[config.mk]
export PLATFORM = sky130hd
export DESIGN_NAME = array_linked_list_engine_top
export DESIGN_NICKNAME = d
export VERILOG_FILES = /design/src/hw/rtl/ale_pkg.sv /design/src/hw/rtl/array_linked_list_engine_top.sv /design/src/hw/rtl/ale_ram.sv /design/src/hw/rtl/ale_free_find.sv
export SDC_FILE = /design/constraint.sdc
export NUM_CORES = 2
export LEC_CHECK = 0
export BUFFER_PORTS_ARGS = -buffer_cell sky130_fd_sc_hd__buf_4
export CAP_MARGIN = 15
export CELL_PAD_IN_SITES_DETAIL_PLACEMENT = 2
export CELL_PAD_IN_SITES_GLOBAL_PLACEMENT = 2
export CORE_MARGIN = 2
export CORE_UTILIZATION = 40
export CTS_CLUSTER_DIAMETER = 30
export DETAILED_ROUTE_END_ITERATION = 10
export HOLD_SLACK_MARGIN = 0.03
export PLACE_DENSITY_LB_ADDON = 0.15
export SLEW_MARGIN = 30
export SYNTH_ARGS = -nofsm -noshare
export SYNTH_HDL_FRONTEND = slang
export SYNTH_HIERARCHICAL = 1
export SYNTH_SLANG_ARGS = --single-unit
[constraint.sdc]
create_clock -name clk -period 11.9 [get_ports clk]
set_input_delay 2.38 -clock clk [delete_from_list [all_inputs] [get_ports clk]]
set_output_delay 2.38 -clock clk [all_outputs]
set_load 0.02 [all_outputs]
[src/hw/rtl/ale_pkg.sv]
`timescale 1ns / 1ps
// Shared types and constants for the array linked list engine.
// No dependencies; top and finder use scoped names; the bench imports it.
package ale_pkg;

  // Fixed port widths
  localparam int CMD_W    = 3;
  localparam int STATUS_W = 3;
  localparam int SLOT_W   = 4;
  localparam int COUNT_W  = 5;
  localparam int WORD_W   = 32;

  // Backward read emits at most this many beats
  localparam int MAX_OUT  = 16;
  localparam int RB_CNT_W = $clog2(MAX_OUT + 1);

  // Parameter defaults
  localparam int DEF_CAPACITY     = 16;
  localparam int DEF_RECORD_WIDTH = 32;

  // Free-slot finder group size
  localparam int FIND_GROUP = 16;
  localparam int FIND_IDX_W = $clog2(FIND_GROUP);

  typedef enum logic [CMD_W-1:0] {
    CMD_ADD_FIRST = 3'd0,
    CMD_ADD_AFTER = 3'd1,
    CMD_ADD_LAST  = 3'd2,
    CMD_DEL_FIRST = 3'd3,
    CMD_DEL_AFTER = 3'd4,
    CMD_DEL_LAST  = 3'd5,
    CMD_CLEAR     = 3'd6,
    CMD_READ_BACK = 3'd7
  } cmd_t;

  typedef enum logic [STATUS_W-1:0] {
    ST_OK      = 3'd0,
    ST_FULL    = 3'd1,
    ST_EMPTY   = 3'd2,
    ST_FREE    = 3'd3,
    ST_NO_NEXT = 3'd4
  } status_t;

  typedef enum logic [3:0] {
    S_IDLE,
    S_CHK,
    S_INS_FRONT,
    S_INS_RD,
    S_INS_A,
    S_INS_B,
    S_DA_RD,
    S_DA_GET,
    S_DEL_RD,
    S_DEL_LINK,
    S_RB_RD,
    S_RB_EMIT,
    S_DONE
  } seq_state_t;

endpackage

[src/hw/rtl/array_linked_list_engine_top.sv]
`timescale 1ns / 1ps
// Top level of the array linked list engine: command sequencer and list state.
// Depends on ale_pkg, ale_ram (link and record tables) and ale_free_find.
//
// Usage:
//  - Input channel (in_valid/in_ready) takes one command beat: command,
//    position and the three record words for adds. in_ready is high only
//    while the sequencer is idle; one command is worked at a time.
//  - Result channel (out_valid/out_ready) gives one beat per command, or one
//    beat per element for read_backward (tail to head, last beat flagged by
//    out_final_result). A result sits in an output register, so the next
//    command can be taken while the previous result still waits.
//  - Every command first passes a check step; failed commands and clear_all
//    then go to the result step. Read backward follows its check step with
//    a table read and an emit step per element. Each link hop costs a read
//    step before use, since the link tables have one write port each and a
//    registered read.
//  - A stalled receiver holds the sequencer in its result step; nothing is
//    dropped and the next command waits.
//  - Reset (rst_n low, synchronous) empties the list: all slots free, head,
//    tail and count zero. Table contents are left as they are and are only
//    read at slots that are in use.
module array_linked_list_engine_top #(
  parameter int CAPACITY     = ale_pkg::DEF_CAPACITY,
  parameter int RECORD_WIDTH = ale_pkg::DEF_RECORD_WIDTH
) (
  input  logic                          clk,
  input  logic                          rst_n,
  // command beats
  input  logic                          in_valid,
  output logic                          in_ready,
  input  logic [ale_pkg::CMD_W-1:0]     in_command,
  input  logic [ale_pkg::SLOT_W-1:0]    in_position,
  input  logic [ale_pkg::WORD_W-1:0]    in_code_value,
  input  logic [ale_pkg::WORD_W-1:0]    in_name_value,
  input  logic [ale_pkg::WORD_W-1:0]    in_title_value,
  // result beats
  output logic                          out_valid,
  input  logic                          out_ready,
  output logic [ale_pkg::STATUS_W-1:0]  out_status,
  output logic [ale_pkg::SLOT_W-1:0]    out_slot,
  output logic [ale_pkg::COUNT_W-1:0]   out_count,
  output logic [ale_pkg::SLOT_W-1:0]    out_head_slot,
  output logic [ale_pkg::SLOT_W-1:0]    out_tail_slot,
  output logic [ale_pkg::WORD_W-1:0]    out_code,
  output logic [ale_pkg::WORD_W-1:0]    out_name,
  output logic [ale_pkg::WORD_W-1:0]    out_title,
  output logic                          out_final_result
);

  localparam int SW  = $clog2(CAPACITY);
  localparam int CW  = $clog2(CAPACITY + 1);
  localparam int RW  = RECORD_WIDTH;
  localparam int KW  = ale_pkg::RB_CNT_W;
  localparam int OSW = ale_pkg::SLOT_W;
  localparam int OCW = ale_pkg::COUNT_W;
  localparam int OWW = ale_pkg::WORD_W;

  // ---------------------------------------------------------------- state
  ale_pkg::seq_state_t state_r, state_nxt;
  ale_pkg::cmd_t       cmd_r;
  ale_pkg::status_t    status_r, status_nxt;

  logic [OSW-1:0]      pos_r;
  logic [RW-1:0]       code_r, name_r, title_r;
  logic [SW-1:0]       s_r, s_nxt;        // slot being added / removed
  logic [SW-1:0]       p_r, p_nxt;        // predecessor slot
  logic [SW-1:0]       n_r, n_nxt;        // successor slot
  logic [SW-1:0]       cur_r, cur_nxt;    // backward read cursor
  logic [KW-1:0]       k_r, k_nxt;
  logic [KW-1:0]       limit_r, limit_nxt;
  logic [SW-1:0]       head_r, head_nxt;
  logic [SW-1:0]       tail_r, tail_nxt;
  logic [CW-1:0]       count_r, count_nxt;
  logic [CAPACITY-1:0] in_use_r, in_use_nxt;

  // output register
  logic                out_valid_r;
  ale_pkg::status_t    out_status_r;
  logic [OSW-1:0]      out_slot_r, out_head_r, out_tail_r;
  logic [OCW-1:0]      out_count_r;
  logic [OWW-1:0]      out_code_r, out_name_r, out_title_r;
  logic                out_final_r;

  // ---------------------------------------------------------------- tables
  logic          nx_we, pv_we, rec_we;
  logic [SW-1:0] nx_waddr, nx_raddr, pv_waddr, pv_raddr, rec_raddr;
  logic [SW-1:0] nx_wdata, nx_rdata, pv_wdata, pv_rdata;
  logic [3*RW-1:0] rec_rdata;
  logic [SW-1:0] free_slot;

  ale_ram #(.WIDTH(SW), .DEPTH(CAPACITY)) u_next_ram (
    .clk   (clk),
    .we    (nx_we),
    .waddr (nx_waddr),
    .wdata (nx_wdata),
    .raddr (nx_raddr),
    .rdata (nx_rdata)
  );

  ale_ram #(.WIDTH(SW), .DEPTH(CAPACITY)) u_prev_ram (
    .clk   (clk),
    .we    (pv_we),
    .waddr (pv_waddr),
    .wdata (pv_wdata),
    .raddr (pv_raddr),
    .rdata (pv_rdata)
  );

  // record words packed code:name:title
  ale_ram #(.WIDTH(3 * RW), .DEPTH(CAPACITY)) u_rec_ram (
    .clk   (clk),
    .we    (rec_we),
    .waddr (s_r),
    .wdata ({code_r, name_r, title_r}),
    .raddr (rec_raddr),
    .rdata (rec_rdata)
  );

  ale_free_find #(.CAPACITY(CAPACITY)) u_free_find (
    .clk       (clk),
    .rst_n     (rst_n),
    .in_use    (in_use_r),
    .free_slot (free_slot)
  );

  // ---------------------------------------------------------------- decode
  logic [SW-1:0] pos_idx;
  logic          pos_ok;
  logic          list_full, list_empty;
  logic          out_free;
  logic          rb_more;

  logic             load_out;
  ale_pkg::status_t o_status;
  logic [SW-1:0]    o_slot;
  logic [3*RW-1:0]  o_rec;
  logic             o_final;

  assign pos_idx    = SW'(pos_r);
  // named slot must exist and hold an element
  assign pos_ok     = (32'(pos_r) < CAPACITY) && in_use_r[pos_idx];
  assign list_full  = (count_r == CW'(CAPACITY));
  assign list_empty = (count_r == '0);
  assign out_free   = !out_valid_r || out_ready;
  // has_prev of an in-use slot is "not the head"
  assign rb_more    = (cur_r != head_r) && ((k_r + KW'(1)) < limit_r);

  assign in_ready = (state_r == ale_pkg::S_IDLE);

  // ---------------------------------------------------------------- sequencer
  always_comb begin
    state_nxt  = state_r;
    status_nxt = status_r;
    s_nxt      = s_r;
    p_nxt      = p_r;
    n_nxt      = n_r;
    cur_nxt    = cur_r;
    k_nxt      = k_r;
    limit_nxt  = limit_r;
    head_nxt   = head_r;
    tail_nxt   = tail_r;
    count_nxt  = count_r;
    in_use_nxt = in_use_r;

    nx_we     = 1'b0;
    nx_waddr  = s_r;
    nx_wdata  = head_r;
    nx_raddr  = s_r;
    pv_we     = 1'b0;
    pv_waddr  = head_r;
    pv_wdata  = s_r;
    pv_raddr  = s_r;
    rec_we    = 1'b0;
    rec_raddr = cur_r;

    load_out = 1'b0;
    o_status = status_r;
    o_slot   = s_r;
    o_rec    = '0;
    o_final  = 1'b1;

    unique case (state_r)
      ale_pkg::S_IDLE: begin
        if (in_valid) begin
          state_nxt = ale_pkg::S_CHK;
        end
      end

      ale_pkg::S_CHK: begin
        status_nxt = ale_pkg::ST_OK;
        unique case (cmd_r) inside
          ale_pkg::CMD_ADD_FIRST, ale_pkg::CMD_ADD_AFTER, ale_pkg::CMD_ADD_LAST: begin
            if (list_full) begin
              status_nxt = ale_pkg::ST_FULL;
              s_nxt      = '0;
              state_nxt  = ale_pkg::S_DONE;
            end else if (cmd_r == ale_pkg::CMD_ADD_AFTER && !pos_ok) begin
              status_nxt = ale_pkg::ST_FREE;
              s_nxt      = '0;
              state_nxt  = ale_pkg::S_DONE;
            end else begin
              s_nxt = free_slot;
              // add_last on an empty list is an add at the front
              if (cmd_r == ale_pkg::CMD_ADD_FIRST ||
                  (cmd_r == ale_pkg::CMD_ADD_LAST && list_empty)) begin
                state_nxt = ale_pkg::S_INS_FRONT;
              end else begin
                p_nxt     = (cmd_r == ale_pkg::CMD_ADD_AFTER) ? pos_idx : tail_r;
                state_nxt = ale_pkg::S_INS_RD;
              end
            end
          end
          ale_pkg::CMD_DEL_FIRST, ale_pkg::CMD_DEL_LAST: begin
            if (list_empty) begin
              status_nxt = ale_pkg::ST_EMPTY;
              s_nxt      = '0;
              state_nxt  = ale_pkg::S_DONE;
            end else begin
              s_nxt     = (cmd_r == ale_pkg::CMD_DEL_FIRST) ? head_r : tail_r;
              state_nxt = ale_pkg::S_DEL_RD;
            end
          end
          ale_pkg::CMD_DEL_AFTER: begin
            if (!pos_ok) begin
              status_nxt = ale_pkg::ST_FREE;
              s_nxt      = '0;
              state_nxt  = ale_pkg::S_DONE;
            end else if (pos_idx == tail_r) begin
              status_nxt = ale_pkg::ST_NO_NEXT;
              s_nxt      = '0;
              state_nxt  = ale_pkg::S_DONE;
            end else begin
              p_nxt     = pos_idx;
              state_nxt = ale_pkg::S_DA_RD;
            end
          end
          ale_pkg::CMD_CLEAR: begin
            in_use_nxt = '0;
            count_nxt  = '0;
            head_nxt   = '0;
            tail_nxt   = '0;
            s_nxt      = '0;
            state_nxt  = ale_pkg::S_DONE;
          end
          ale_pkg::CMD_READ_BACK: begin
            if (list_empty) begin
              status_nxt = ale_pkg::ST_EMPTY;
              s_nxt      = '0;
              state_nxt  = ale_pkg::S_DONE;
            end else begin
              cur_nxt   = tail_r;
              k_nxt     = '0;
              limit_nxt = (32'(count_r) >= ale_pkg::MAX_OUT) ? KW'(ale_pkg::MAX_OUT)
                                                            : KW'(count_r);
              state_nxt = ale_pkg::S_RB_RD;
            end
          end
          default: begin
            state_nxt = ale_pkg::S_IDLE;
          end
        endcase
      end

      // new element at the front
      ale_pkg::S_INS_FRONT: begin
        rec_we = 1'b1;
        if (!list_empty) begin
          nx_we    = 1'b1;
          nx_waddr = s_r;
          nx_wdata = head_r;
          pv_we    = 1'b1;
          pv_waddr = head_r;
          pv_wdata = s_r;
        end else begin
          tail_nxt = s_r;
        end
        in_use_nxt[s_r] = 1'b1;
        head_nxt        = s_r;
        count_nxt       = count_r + CW'(1);
        state_nxt       = ale_pkg::S_DONE;
      end

      // new element after p: fetch next[p]
      ale_pkg::S_INS_RD: begin
        nx_raddr  = p_r;
        state_nxt = ale_pkg::S_INS_A;
      end

      ale_pkg::S_INS_A: begin
        n_nxt    = nx_rdata;
        nx_we    = 1'b1;
        nx_waddr = s_r;
        nx_wdata = nx_rdata;
        pv_we    = 1'b1;
        pv_waddr = s_r;
        pv_wdata = p_r;
        rec_we   = 1'b1;
        state_nxt = ale_pkg::S_INS_B;
      end

      // occupancy and count move together
      ale_pkg::S_INS_B: begin
        nx_we    = 1'b1;
        nx_waddr = p_r;
        nx_wdata = s_r;
        if (p_r != tail_r) begin
          pv_we    = 1'b1;
          pv_waddr = n_r;
          pv_wdata = s_r;
        end else begin
          tail_nxt = s_r;
        end
        in_use_nxt[s_r] = 1'b1;
        count_nxt       = count_r + CW'(1);
        state_nxt       = ale_pkg::S_DONE;
      end

      // delete after p: victim is next[p]
      ale_pkg::S_DA_RD: begin
        nx_raddr  = p_r;
        state_nxt = ale_pkg::S_DA_GET;
      end

      ale_pkg::S_DA_GET: begin
        s_nxt     = nx_rdata;
        state_nxt = ale_pkg::S_DEL_RD;
      end

      ale_pkg::S_DEL_RD: begin
        nx_raddr  = s_r;
        pv_raddr  = s_r;
        state_nxt = ale_pkg::S_DEL_LINK;
      end

      // unlink s: nx_rdata = next[s], pv_rdata = prev[s]
      ale_pkg::S_DEL_LINK: begin
        if (s_r != head_r) begin
          nx_we    = 1'b1;
          nx_waddr = pv_rdata;
          nx_wdata = nx_rdata;
        end else begin
          head_nxt = nx_rdata;
        end
        if (s_r != tail_r) begin
          pv_we    = 1'b1;
          pv_waddr = nx_rdata;
          pv_wdata = pv_rdata;
        end else begin
          tail_nxt = pv_rdata;
        end
        in_use_nxt[s_r] = 1'b0;
        count_nxt       = count_r - CW'(1);
        if (count_r == CW'(1)) begin
          head_nxt = '0;
          tail_nxt = '0;
        end
        state_nxt = ale_pkg::S_DONE;
      end

      ale_pkg::S_RB_RD: begin
        pv_raddr  = cur_r;
        rec_raddr = cur_r;
        state_nxt = ale_pkg::S_RB_EMIT;
      end

      // read address held so the registered data stays put during a stall
      ale_pkg::S_RB_EMIT: begin
        pv_raddr  = cur_r;
        rec_raddr = cur_r;
        if (out_free) begin
          load_out = 1'b1;
          o_status = ale_pkg::ST_OK;
          o_slot   = cur_r;
          o_rec    = rec_rdata;
          o_final  = !rb_more;
          if (rb_more) begin
            cur_nxt   = pv_rdata;
            k_nxt     = k_r + KW'(1);
            state_nxt = ale_pkg::S_RB_RD;
          end else begin
            state_nxt = ale_pkg::S_IDLE;
          end
        end
      end

      ale_pkg::S_DONE: begin
        if (out_free) begin
          load_out  = 1'b1;
          state_nxt = ale_pkg::S_IDLE;
        end
      end

      default: begin
        state_nxt = ale_pkg::S_IDLE;
      end
    endcase
  end

  // ---------------------------------------------------------------- registers
  always_ff @(posedge clk) begin
    if (!rst_n) begin
      state_r     <= ale_pkg::S_IDLE;
      head_r      <= '0;
      tail_r      <= '0;
      count_r     <= '0;
      in_use_r    <= '0;
      out_valid_r <= 1'b0;
    end else begin
      state_r  <= state_nxt;
      head_r   <= head_nxt;
      tail_r   <= tail_nxt;
      count_r  <= count_nxt;
      in_use_r <= in_use_nxt;
      if (load_out) begin
        out_valid_r <= 1'b1;
      end else if (out_ready) begin
        out_valid_r <= 1'b0;
      end
    end
  end

  always_ff @(posedge clk) begin
    status_r <= status_nxt;
    s_r      <= s_nxt;
    p_r      <= p_nxt;
    n_r      <= n_nxt;
    cur_r    <= cur_nxt;
    k_r      <= k_nxt;
    limit_r  <= limit_nxt;
    if (in_valid && in_ready) begin
      cmd_r   <= ale_pkg::cmd_t'(in_command);
      pos_r   <= in_position;
      code_r  <= RW'(in_code_value);
      name_r  <= RW'(in_name_value);
      title_r <= RW'(in_title_value);
    end
    if (load_out) begin
      out_status_r <= o_status;
      out_slot_r   <= OSW'(o_slot);
      out_count_r  <= OCW'(count_nxt);
      out_head_r   <= (count_nxt != '0) ? OSW'(head_nxt) : '0;
      out_tail_r   <= (count_nxt != '0) ? OSW'(tail_nxt) : '0;
      out_code_r   <= OWW'(o_rec[3*RW-1:2*RW]);
      out_name_r   <= OWW'(o_rec[2*RW-1:RW]);
      out_title_r  <= OWW'(o_rec[RW-1:0]);
      out_final_r  <= o_final;
    end
  end

  assign out_valid        = out_valid_r;
  assign out_status       = out_status_r;
  assign out_slot         = out_slot_r;
  assign out_count        = out_count_r;
  assign out_head_slot    = out_head_r;
  assign out_tail_slot    = out_tail_r;
  assign out_code         = out_code_r;
  assign out_name         = out_name_r;
  assign out_title        = out_title_r;
  assign out_final_result = out_final_r;

  // ---------------------------------------------------------------- checks
  // element count tracks the occupancy bits
  a_count_matches_use: assert property (@(posedge clk) disable iff (!rst_n)
    $countones(in_use_r) == int'(count_r))
    else $error("element count differs from slots in use");

  a_count_bounded: assert property (@(posedge clk) disable iff (!rst_n)
    32'(count_r) <= CAPACITY)
    else $error("element count above capacity");

  // an accepted command leaves the block busy in the next cycle
  a_busy_after_accept: assert property (@(posedge clk) disable iff (!rst_n)
    (in_valid && in_ready) |=> !in_ready)
    else $error("command accepted back to back");

  // only a backward read leaves a non-final beat pending
  a_nonfinal_is_read: assert property (@(posedge clk) disable iff (!rst_n)
    (out_valid && !out_final_result) |-> (cmd_r == ale_pkg::CMD_READ_BACK && !in_ready))
    else $error("non-final result outside a backward read");

endmodule

[src/hw/rtl/ale_ram.sv]
`timescale 1ns / 1ps
// Generic single-write, single-read RAM with registered read data.
// No dependencies.
module ale_ram #(
  parameter int WIDTH = 32,
  parameter int DEPTH = 16
) (
  input  logic                     clk,
  input  logic                     we,
  input  logic [$clog2(DEPTH)-1:0] waddr,
  input  logic [WIDTH-1:0]         wdata,
  input  logic [$clog2(DEPTH)-1:0] raddr,
  output logic [WIDTH-1:0]         rdata
);

  logic [WIDTH-1:0] mem [DEPTH];

  always_ff @(posedge clk) begin
    if (we) begin
      mem[waddr] <= wdata;
    end
    rdata <= mem[raddr];
  end

endmodule

[src/hw/rtl/ale_free_find.sv]
`timescale 1ns / 1ps
// Lowest-free-slot finder: two-stage registered priority tree over in_use.
// Depends on ale_pkg. Result trails in_use through both register stages.
module ale_free_find #(
  parameter int CAPACITY = ale_pkg::DEF_CAPACITY
) (
  input  logic                        clk,
  input  logic                        rst_n,
  input  logic [CAPACITY-1:0]         in_use,
  output logic [$clog2(CAPACITY)-1:0] free_slot
);

  localparam int SW = $clog2(CAPACITY);
  localparam int G  = ale_pkg::FIND_GROUP;
  localparam int IW = ale_pkg::FIND_IDX_W;
  localparam int NG = (CAPACITY + G - 1) / G;

  logic [NG*G-1:0] used_pad;
  logic [NG-1:0]   grp_free_r, grp_free_nxt;
  logic [IW-1:0]   grp_idx_r [NG];
  logic [IW-1:0]   grp_idx_nxt [NG];
  logic [SW-1:0]   free_slot_r, free_slot_nxt;

  // slots past the end count as used
  for (genvar i = 0; i < NG * G; i++) begin : g_pad
    if (i < CAPACITY) begin : g_real
      assign used_pad[i] = in_use[i];
    end else begin : g_fill
      assign used_pad[i] = 1'b1;
    end
  end

  // stage 1: per-group find-first-zero
  always_comb begin
    for (int g = 0; g < NG; g++) begin
      grp_free_nxt[g] = ~&used_pad[g*G +: G];
      grp_idx_nxt[g]  = '0;
      for (int b = G - 1; b >= 0; b--) begin
        if (!used_pad[g*G + b]) begin
          grp_idx_nxt[g] = IW'(b);
        end
      end
    end
  end

  // stage 2: first group holding a free slot
  always_comb begin
    free_slot_nxt = '0;
    for (int g = NG - 1; g >= 0; g--) begin
      if (grp_free_r[g]) begin
        free_slot_nxt = SW'(g * G + int'(grp_idx_r[g]));
      end
    end
  end

  // reset value matches an all-free table
  always_ff @(posedge clk) begin
    if (!rst_n) begin
      grp_free_r  <= '1;
      free_slot_r <= '0;
      for (int g = 0; g < NG; g++) begin
        grp_idx_r[g] <= '0;
      end
    end else begin
      grp_free_r  <= grp_free_nxt;
      free_slot_r <= free_slot_nxt;
      for (int g = 0; g < NG; g++) begin
        grp_idx_r[g] <= grp_idx_nxt[g];
      end
    end
  end

  assign free_slot = free_slot_r;

endmodule

==> impl_metrics.py <==
metrics = {
    "outcome": {
        "outcome": "finished, final reports clean",
    },
    "timing": {
        "setup-violations-final": 0,
        "period_minus_slack_ns": 5.60,
        "fin_worst_skew_ns": 0.0943,
        "rsz0062_at_grt": "no",
        "hold_viol_final": 0,
        "maxSlewHeadroom": 0.282,
        "fmax_ghz": 0.178,
        "fin_crit_sh": 0.471,
        "drv_slew": 0,
        "setup_slack_ns": 6.30,
        "setup-tns-final_ns": 0,
        "worst_pin_slew_ns": 1.08,
    },
    "pwr": {
        "sw_frac_of_total": 0.249,
        "p_leak_nw": 33.0,
        "clockPowerShare": 0.536,
        "power.internal_mw": 18.0,
        "pwr-share-comb": 0.067,
        "peakVddDrop_uv": 171,
        "power.switching_mw": 5.98,
        "finalPower_mw": 24.0,
        "p_per_area_nw_per_um2": 246,
        "pwr-share-seq": 0.397,
    },
    "routing": {
        "via_per_inst": 5.66,
        "drc": 0,
        "drt_first_pass_iters": 5,
        "vias": 40600,
        "wl_um": 240000,
        "wl_per_cell_um": 33.5,
        "drtIter0Drc": 3264,
        "ant_nets": 0,
    },
    "synthesis": {
        "synthTopCellsByArea": "edfxtp_1 74%, mux4_2 11%, dfxtp_1 3.8%",
        "synth_edf_count": 1913,
        "syn_avg_cell_area_um2": 20.9,
        "synth_warnings": 6,
        "syn_area_um2": 77100,
        "synthFlopType": "edfxtp_1",
        "syn_inst": 3700,
        "synth_most_common_cell": "edfxtp_1",
        "synth-seq-area-share": 0.783,
        "ys_types": 66,
        "yosysTopAreaCell": "edfxtp_1",
        "syn_nets": 3816,
        "ys_seq_elements": 2060,
        "synth.top_cell.area_share": 0.745,
        "synthArstFlopShare": 0,
        "synthTopCellsByCount": "1913 x edfxtp_1, 388 x mux4_2, 216 x a22oi_1, 169 x nand2_1, 147 x dfxtp_1",
    },
    "placed_design": {
        "place_ws_ns": 6.36,
        "globalplace.congestion": 0.770,
        "numPortBuffers": 225,
        "place_hpwl_um": 123000,
        "place_inst": 6312,
    },
    "clock_tree": {
        "cts-buffers-inserted": 460,
        "cts_tree": "built",
        "ctsRootBufferMaster": "clkbuf_16",
        "cts_resized": 0,
        "cts.clk_slew.worst_paths_ns": 0.04,
        "cts_setup_buffers": 0,
        "clock_latency_ns": 1.00,
        "holdBufCountCts": 0,
        "htreeDepth": 5,
        "cts_buffer_depth": 4,
        "cts.sinks": 2060,
    },
    "layout": {
        "fin_nets": 4365,
        "stdcell_count": 7164,
        "syn2layout_area_growth_pct": 26.3,
        "final_util": 0.507,
        "drive_gt1_frac": 0.321,
    },
    "min_path": {
        "hp-class": "reg -> reg",
    },
    "floorplanning": {
        "core_area_um2": 192000,
        "io_pins": 226,
        "die_h_um": 443,
        "fp.dieArea_um2": 196000,
        "core.rowCount": 161,
        "start_util": 0.401,
        "dieWidth_um": 443,
    },
    "critical_path": {
        "cp_num_buf_inv": 2,
        "crit_path_end_kind": "register",
        "crit_top_cell": "buf_4",
        "crit_type": "reg -> reg",
        "critical-path-top-delay-family": "simple AND/OR/NAND/NOR gates",
        "path_max_fanout": 42,
        "cpMaxStageDelayCell": "dfxtp_1",
        "slowest_delay_ns": 0.94,
        "cp.arrival_ns": 6.13,
        "cp_cell_sequence": "nor3b_1 > nand2_1 > nand2b_1 > nand3_1 > nor2_4 > buf_4 > buf_4",
        "required_ns": 12.43,
        "crit_path_start_kind": "register",
    },
    "global_routing": {
        "overflow": 0,
        "grt_pass1_wl_um": 344000,
        "grt_max_degree": 122,
        "antenna_found_initial": 9,
        "grt_usage": 0.244,
        "first_global_vias": 45900,
    },
    "job": {
        "drv_cap": 0,
    },
}
[layout by cell type (no fill, tap or decap), types with 7 or more instances in the layout]
cell type	instances
inv_6	18
ha_1	9
a22o_1	9
mux4_2	388
a222oi_1	16
clkbuf_8	31
mux4_1	28
nor2b_1	29
nor3_1	21
a21oi_1	55
clkbuf_16	465
nand4_1	8
dfxtp_1	147
a31oi_1	7
clkinvlp_4	52
buf_12	8
nand3_1	33
and3_1	105
nand3b_1	7
and2_1	8
bufinv_16	63
mux2_2	20
edfxtp_1	1913
clkinv_4	27
o21ai_0	46
nand2_1	169
a22oi_1	216
clkbuf_1	61
nor2_4	14
nor2_1	99
clkinv_2	88
clkinv_1	37
nand2b_1	10
xnor2_1	20
mux2i_1	18
buf_4	277
inv_1	24
[path summary, 6_finish.rpt]
check / endpoint / start / cells past startpoint / slack (ns)
setup / recovery: u_rec_ram/mem[13][14] / state_r[1] / 7 / 6.30
hold / removal: u_free_find/free_slot[2] / u_free_find/grp_idx_r[0][2] / 1 / 0.48
setup reg to reg: u_rec_ram/mem[13][14] / state_r[1] / 7 / 6.30
hold reg to reg: u_free_find/free_slot[2] / u_free_find/grp_idx_r[0][2] / 1 / 0.48
[routing by layer]
layer  GRT usage  wire length, um  vias to the layer above
li1            -                -                    16600
met1       0.316            98400                    22100
met2       0.413           122000                     1431
met3      0.0446            12000                      405
met4      0.0901             7750                        0
met5           0                0                        -
[cell type report]
cell class | count | area [um^2]
clock buffer | 557 | 12300
timing repair buffer | 293 | 2360
sequential | 2060 | 60400
multi-input combinational | 1409 | 15800
tap | 2526 | 3160
clock inverter | 289 | 3340
inverter | 25 | 93.8
antenna | 5 | 12.5
fill | 16700 | 94800
[sequential cells by signal (all words and copies together) (netlist names), 16 cells and up]
signal,cells
u_prev_ram/mem,64
out_title,32
title_r,32
u_rec_ram/mem,1536
out_code,32
u_next_ram/mem,64
code_r,32
name_r,32
out_name,32
u_rec_ram/rdata,96
in_use_r,16
[power by group through the flow]
stage	combinational (mW)	clock (mW)	sequential [mW]
after floorplan	0.970	0	9.33
after global placement	1.58	0	9.55
after detailed placement	1.62	0	9.63
after CTS	1.64	13.1	9.53
after global routing	1.75	13.4	9.58
final	1.61	12.8	9.52
[cell families after synthesis]
logic type | after synthesis | share of synthesized area
buffers and inverters | 231 | 0.0152
DFF | 2060 | 0.783
adders and majority gates | 9 | 0.00146
AOI/OAI and AO/OA | 393 | 0.0360
and+or+nand+nor | 529 | 0.0338
muxes | 454 | 0.128
xor gates and xnor gates | 24 | 0.00272
[per-stage QoR]
step	hold slack, ns	area [um^2]
6_report	0.481	97400
5_1_grt	0.505	97400
2_1_floorplan	0.444	77100
3_5_place_dp	0.466	81700
3_3_place_gp	0.451	81700
4_1_cts	0.479	97400
[worst reg2reg max path, delay by kind of cell, from the launching register on]
family        cells  cell delay, ns
flops             1            0.94
simple gates      5            2.48
buf+inv           2            1.76
Note: power is estimated with default switching activity, not from simulation.
